<file path="config.mk">
export PLATFORM = sky130hd
export DESIGN_NAME = m3i_queue
export DESIGN_NICKNAME = d
export VERILOG_FILES = /design/src/rtl/m3i_pkg.sv /design/src/rtl/m3i_queue.sv
export SDC_FILE = /design/constraint.sdc
export NUM_CORES = 1
export LEC_CHECK = 0
export BUFFER_PORTS_ARGS = -buffer_cell sky130_fd_sc_hd__buf_2
export CAP_MARGIN = 20
export CORE_AREA = 3 3 771 773
export CTS_BUF_LIST = sky130_fd_sc_hd__clkbuf_8
export CTS_CLUSTER_DIAMETER = 60
export DETAILED_ROUTE_END_ITERATION = 6
export DIE_AREA = 0 0 774 776
export GPL_TIMING_DRIVEN = 0
export SLEW_MARGIN = 20
export SYNTH_ARGS = -nofsm -noshare
export SYNTH_HDL_FRONTEND = slang
export SYNTH_SLANG_ARGS = --single-unit
</file>
<file path="constraint.sdc">
create_clock -name clk_i -period 116.7 [get_ports clk_i]
set_clock_uncertainty 0.05 [all_clocks]
set_input_delay 23.34 -clock clk_i [delete_from_list [all_inputs] [get_ports clk_i]]
set_output_delay 23.34 -clock clk_i [all_outputs]
set_load 0.05 [all_outputs]
</file>
<file path="src/rtl/m3i_pkg.sv">
// Shared constants and types of the 3x3 matrix inverse block.
package m3i_pkg;

  localparam int FracBits = 16;
  localparam int ElemW    = 32;
  localparam int NumElem  = 9;
  localparam int AdjW     = 2 * ElemW + 1;       // signed cofactor width
  localparam int DetW     = ElemW + AdjW + 2;    // signed determinant width
  localparam int ThrW     = 62;
  localparam int QBits    = ElemW + 1;           // quotient bits kept before saturation
  localparam int QDepth   = 2;

  localparam logic [ThrW-1:0]  ThrReset = 62'd2814749767;
  localparam logic [ElemW-1:0] SatMax   = 32'h7FFF_FFFF;
  localparam logic [ElemW-1:0] SatMin   = 32'h8000_0000;
  localparam logic [QBits-1:0] NegLimit = 33'h0_8000_0000;

  typedef logic [NumElem-1:0][ElemW-1:0] mat_t;

  // One classified matrix handed from front to back.
  typedef struct packed {
    logic                           singular;
    mat_t                           mat;
    logic [NumElem-1:0][AdjW-1:0]   mag_adj;
    logic [DetW-1:0]                mag_det;
    logic [NumElem-1:0]             neg;
    logic [NumElem-1:0]             ovf;
  } item_t;

  typedef struct packed {
    logic not_empty;
    logic full;
  } q_stat_t;

endpackage

</file>
<file path="src/rtl/m3i_queue.sv">
// Short queue of classified matrices between front and back.
module m3i_queue (
  input  logic               clk_i,
  input  logic               rst_ni,
  input  logic               push_i,
  input  m3i_pkg::item_t     item_i,
  input  logic               pop_i,
  output m3i_pkg::item_t     head_o,
  output m3i_pkg::q_stat_t   stat_o
);

  localparam int Depth = m3i_pkg::QDepth;
  localparam int PtrW  = $clog2(Depth);
  localparam int CntW  = $clog2(Depth + 1);

  m3i_pkg::item_t  mem_q [Depth];
  logic [PtrW-1:0] wr_q, rd_q;
  logic [CntW-1:0] cnt_q;

  always_ff @(posedge clk_i or negedge rst_ni) begin
    if (!rst_ni) begin
      wr_q  <= '0;
      rd_q  <= '0;
      cnt_q <= '0;
    end else begin
      if (push_i) wr_q <= PtrW'((32'(wr_q) + 1) % Depth);
      if (pop_i)  rd_q <= PtrW'((32'(rd_q) + 1) % Depth);
      cnt_q <= cnt_q + CntW'(push_i) - CntW'(pop_i);
    end
  end

  always_ff @(posedge clk_i) begin
    if (push_i) mem_q[wr_q] <= item_i;
  end

  assign head_o           = mem_q[rd_q];
  assign stat_o.not_empty = cnt_q != '0;
  assign stat_o.full      = cnt_q == CntW'(Depth);

  a_cnt_bound: assert property (@(posedge clk_i) disable iff (!rst_ni)
    cnt_q <= CntW'(Depth)) else $error("queue count beyond depth");
  a_no_overrun: assert property (@(posedge clk_i) disable iff (!rst_ni)
    push_i |-> (!stat_o.full || pop_i)) else $error("push into full queue");
  a_no_underrun: assert property (@(posedge clk_i) disable iff (!rst_ni)
    pop_i |-> stat_o.not_empty) else $error("pop from empty queue");
  a_fill: assert property (@(posedge clk_i) disable iff (!rst_ni)
    (push_i && !pop_i) |=> cnt_q == $past(cnt_q) + CntW'(1)) else $error("count lost a beat");

endmodule

</file>
==> flow_summary.ini <==
[clocking]
insertion_delay_ns = 1.11
h-tree-depth = 5
numCtsBuffers = 354
cts_resized = 0
cts_root_buf = clkbuf_8
holdBufCountCts = 0
postCtsSetupBuffers = 0
cts_sinks = 1986
clk_path_buf_depth = 4
clk_pin_slew_ns = 0.06
cts_tree = done

[synthesis]
synth_top_area_cell = edfxtp_1
synth.most_common_cell = edfxtp_1
synth-seq-area-share_pct = 82.8
ys.warnings.count = 0
syn_avg_cell_area_um2 = 23.3
synthTopCellsByCount = edfxtp_1, mux2_2, buf_6, buf_2, dfrtp_1
ys_ff_latch = 1986
synth_edf_count = 1982
yosysTopAreaCellShare_pct = 82.6
synth.area.top_cells = edfxtp_1, mux2_2, buf_6
ys_types = 12
netlist_area_um2 = 72000
async_reset_ff_share_pct = 0.201
synthFlopType = edfxtp_1
synth_cells = 3098
syn_nets = 4095

[timing]
rsz0062_at_grt = false
finalSetupViolCount = 0
slew_viol_final = 0
maxSlewHeadroom_pct = 44.2
worst_slew_pin_slew_ns = 0.843
final_hold_viol_count = 0
finalCriticalPeriod_ns = 27.13
finalSetupTns_ns = 0
period_share_pct = 23.2
fmax_mhz = 36.9

[run_status]
violations = antenna violations, design-rule violations
outcome = complete, but fails checks

[worst_setup_path]
arrival_ns = 27.86
end_kind = flop
cpMostUsedCell = buf_12
cp_slowest_cell = nor2b_4
max_stage_delay_ns = 0.66
cp_max_fo = 25
timing.critical_path.cells = buf_2 > nor2b_4 > buf_12 > buf_12 > buf_12 > buf_16 > buf_16 > buf_12 > buf_16 > buf_12 > buf_12 > buf_12 > buf_8 > buf_12 > buf_12 > buf_16 > buf_12 > buf_12 > buf_12
criticalPathCategory = input pin to flop
r2r_end = mem_q[0][851]
worstPathRequired_ns = 117.43
critPathLaunchType = input pin
reg2reg_setup_slack_ns = 111.52
reg2reg_from = wr_q
r2r_cells = 18

[power_and_ir_drop]
p_leak_uw = 0.0356
p_per_area_nw_per_um2 = 29.4
comb_power_share_pct = 45.6
switching_power_uw = 1370
clockPowerShare_pct = 21.9
swShare_pct = 46.1
ir_drop_uv = 19.4
power.total_uw = 2970
power.internal_uw = 1600
p_seq_share_pct = 32.5

[routing]
wl_per_cell_um = 35.7
drc_errors = 1
final_antenna_net_count = 1
vias = 45200
vias_per_cell = 3.24
drtIter0Drc = 4403
routed_wl_um = 498000
dr.pass1.iters = 6

[finish]
drive_gt1_share_pct = 62.4
final_util_pct = 17.2
fin_nets = 6510
fillCellCount = 64100
area_growth_pct = 40.5
final_cells = 13900

[global_routing]
grt_overflow = 0
gr-usage-all-layers_pct = 15.9
grt_max_degree = 51
grt_pass1_vias = 43000
grt_pass1_wl_um = 586000
antenna_found_initial = 706

[hold_path]
hp-class = flop to flop
worstHoldPathCells = 1
hold_end = wr_q
min_from = wr_q

[place]
place_hpwl_um = 436000
gp_congestion = 1.10
placed_cells = 13000
numPortBuffers = 1987

[die]
fp.coreArea_um2 = 589000
die_height_um = 776
io_pins = 1988
dieArea_um2 = 601000
die_width_um = 774
start_util_pct = 12.2
rows = 282

[run]
drv_cap = 0
## worst max path at each step
stage	start	to	slack, ns	depth (start not counted)
2_1_floorplan	push_i	mem_q[0][0]	48.41	1
3_3_place_gp	push_i	mem_q[0][846]	16.62	2
3_5_place_dp	push_i	mem_q[0][846]	88.48	19
4_1_cts	rd_q	head_o[762]	89.00	5
5_1_grt	rd_q	head_o[762]	89.07	5
6_report	push_i	mem_q[0][851]	89.57	19
## flip-flops by register name, indices dropped and copies added, names as in the netlist
signal and flops:
cnt_q 2, rd_q 1, mem_q 1982, wr_q 1
## per-layer routing
metal	GRT usage [%]	part of all wire [%]	vias to the layer above
met5	0.917	0.69	-
met4	5.69	4.8	490
met3	16.0	23	1656
met2	22.9	40	3566
met1	15.2	31	21600
li1	-	-	17800
## critical path: cells and delay by family
family                 cells  cell delay, ns
buffers and inverters     18            3.61
AND/OR/NAND/NOR            1            0.66
## area by class of cell
| cell class | count | area (µm²) | share of cell area, % |
|---|---|---|---|
| Antenna cell | 356 | 891 | 0.880 |
| Buffer | 110 | 1160 | 1.15 |
| Clock buffer | 354 | 4870 | 4.82 |
| Clock inverter | 264 | 1970 | 1.95 |
| Inverter | 2 | 7.51 | 0.00742 |
| Multi-Input combinational cell | 1000 | 11300 | 11.1 |
| Sequential cell | 1986 | 59600 | 58.9 |
| Tap cell | 7810 | 9770 | 9.66 |
| Timing Repair Buffer | 2059 | 11600 | 11.5 |
## power by group through the flow
stage | Clock [µW] | Sequential [µW] | Combinational, µW
after detailed placement | 0 | 983 | 1380
after CTS | 675 | 969 | 1380
final | 650 | 968 | 1360
after global placement | 0 | 1370 | 1340
after global routing | 702 | 979 | 1400
after floorplan | 0 | 1200 | 858
## stage by stage
step,worst slack (ns),hold slack [ns],instance area (µm²)
2_1_floorplan,48.41,0.405,72000
3_3_place_gp,16.62,0.421,91800
3_5_place_dp,88.48,0.485,93400
4_1_cts,89.00,0.523,100000
5_1_grt,89.07,0.544,101000
6_report,89.57,0.512,101000
## logic make-up (layout without fill, tap and decap cells)
group	Yosys count	in the layout	synth area share (%)
DFF	1986	1986	82.8
muxes	991	991	15.5
buffers and inverters	112	2789	1.63
and+or+nand+nor	4	4	0.0347
xor gates and xnor gates	3	3	0.0573
adders and majority gates	2	2	0.0347
other	0	356	0
## placed cells by master, fill, tap and decap left out, types with 2 or more instances in the layout
cell type   instances
buf_12             38
inv_16              8
inv_12              8
inv_8               3
clkinv_4            6
clkinvlp_4          7
inv_6               2
clkinv_16           3
clkbuf_8          354
inv_1             104
diode_2           356
dfrtp_1             4
mux2_2            991
bufinv_16          19
clkinv_2           28
clkinv_1           74
xor2_1              2
edfxtp_1         1982
buf_16             33
ha_1                2
buf_6              98
clkinv_8            4
buf_2            1999
No activity file was read; power rests on OpenSTA's default activity.
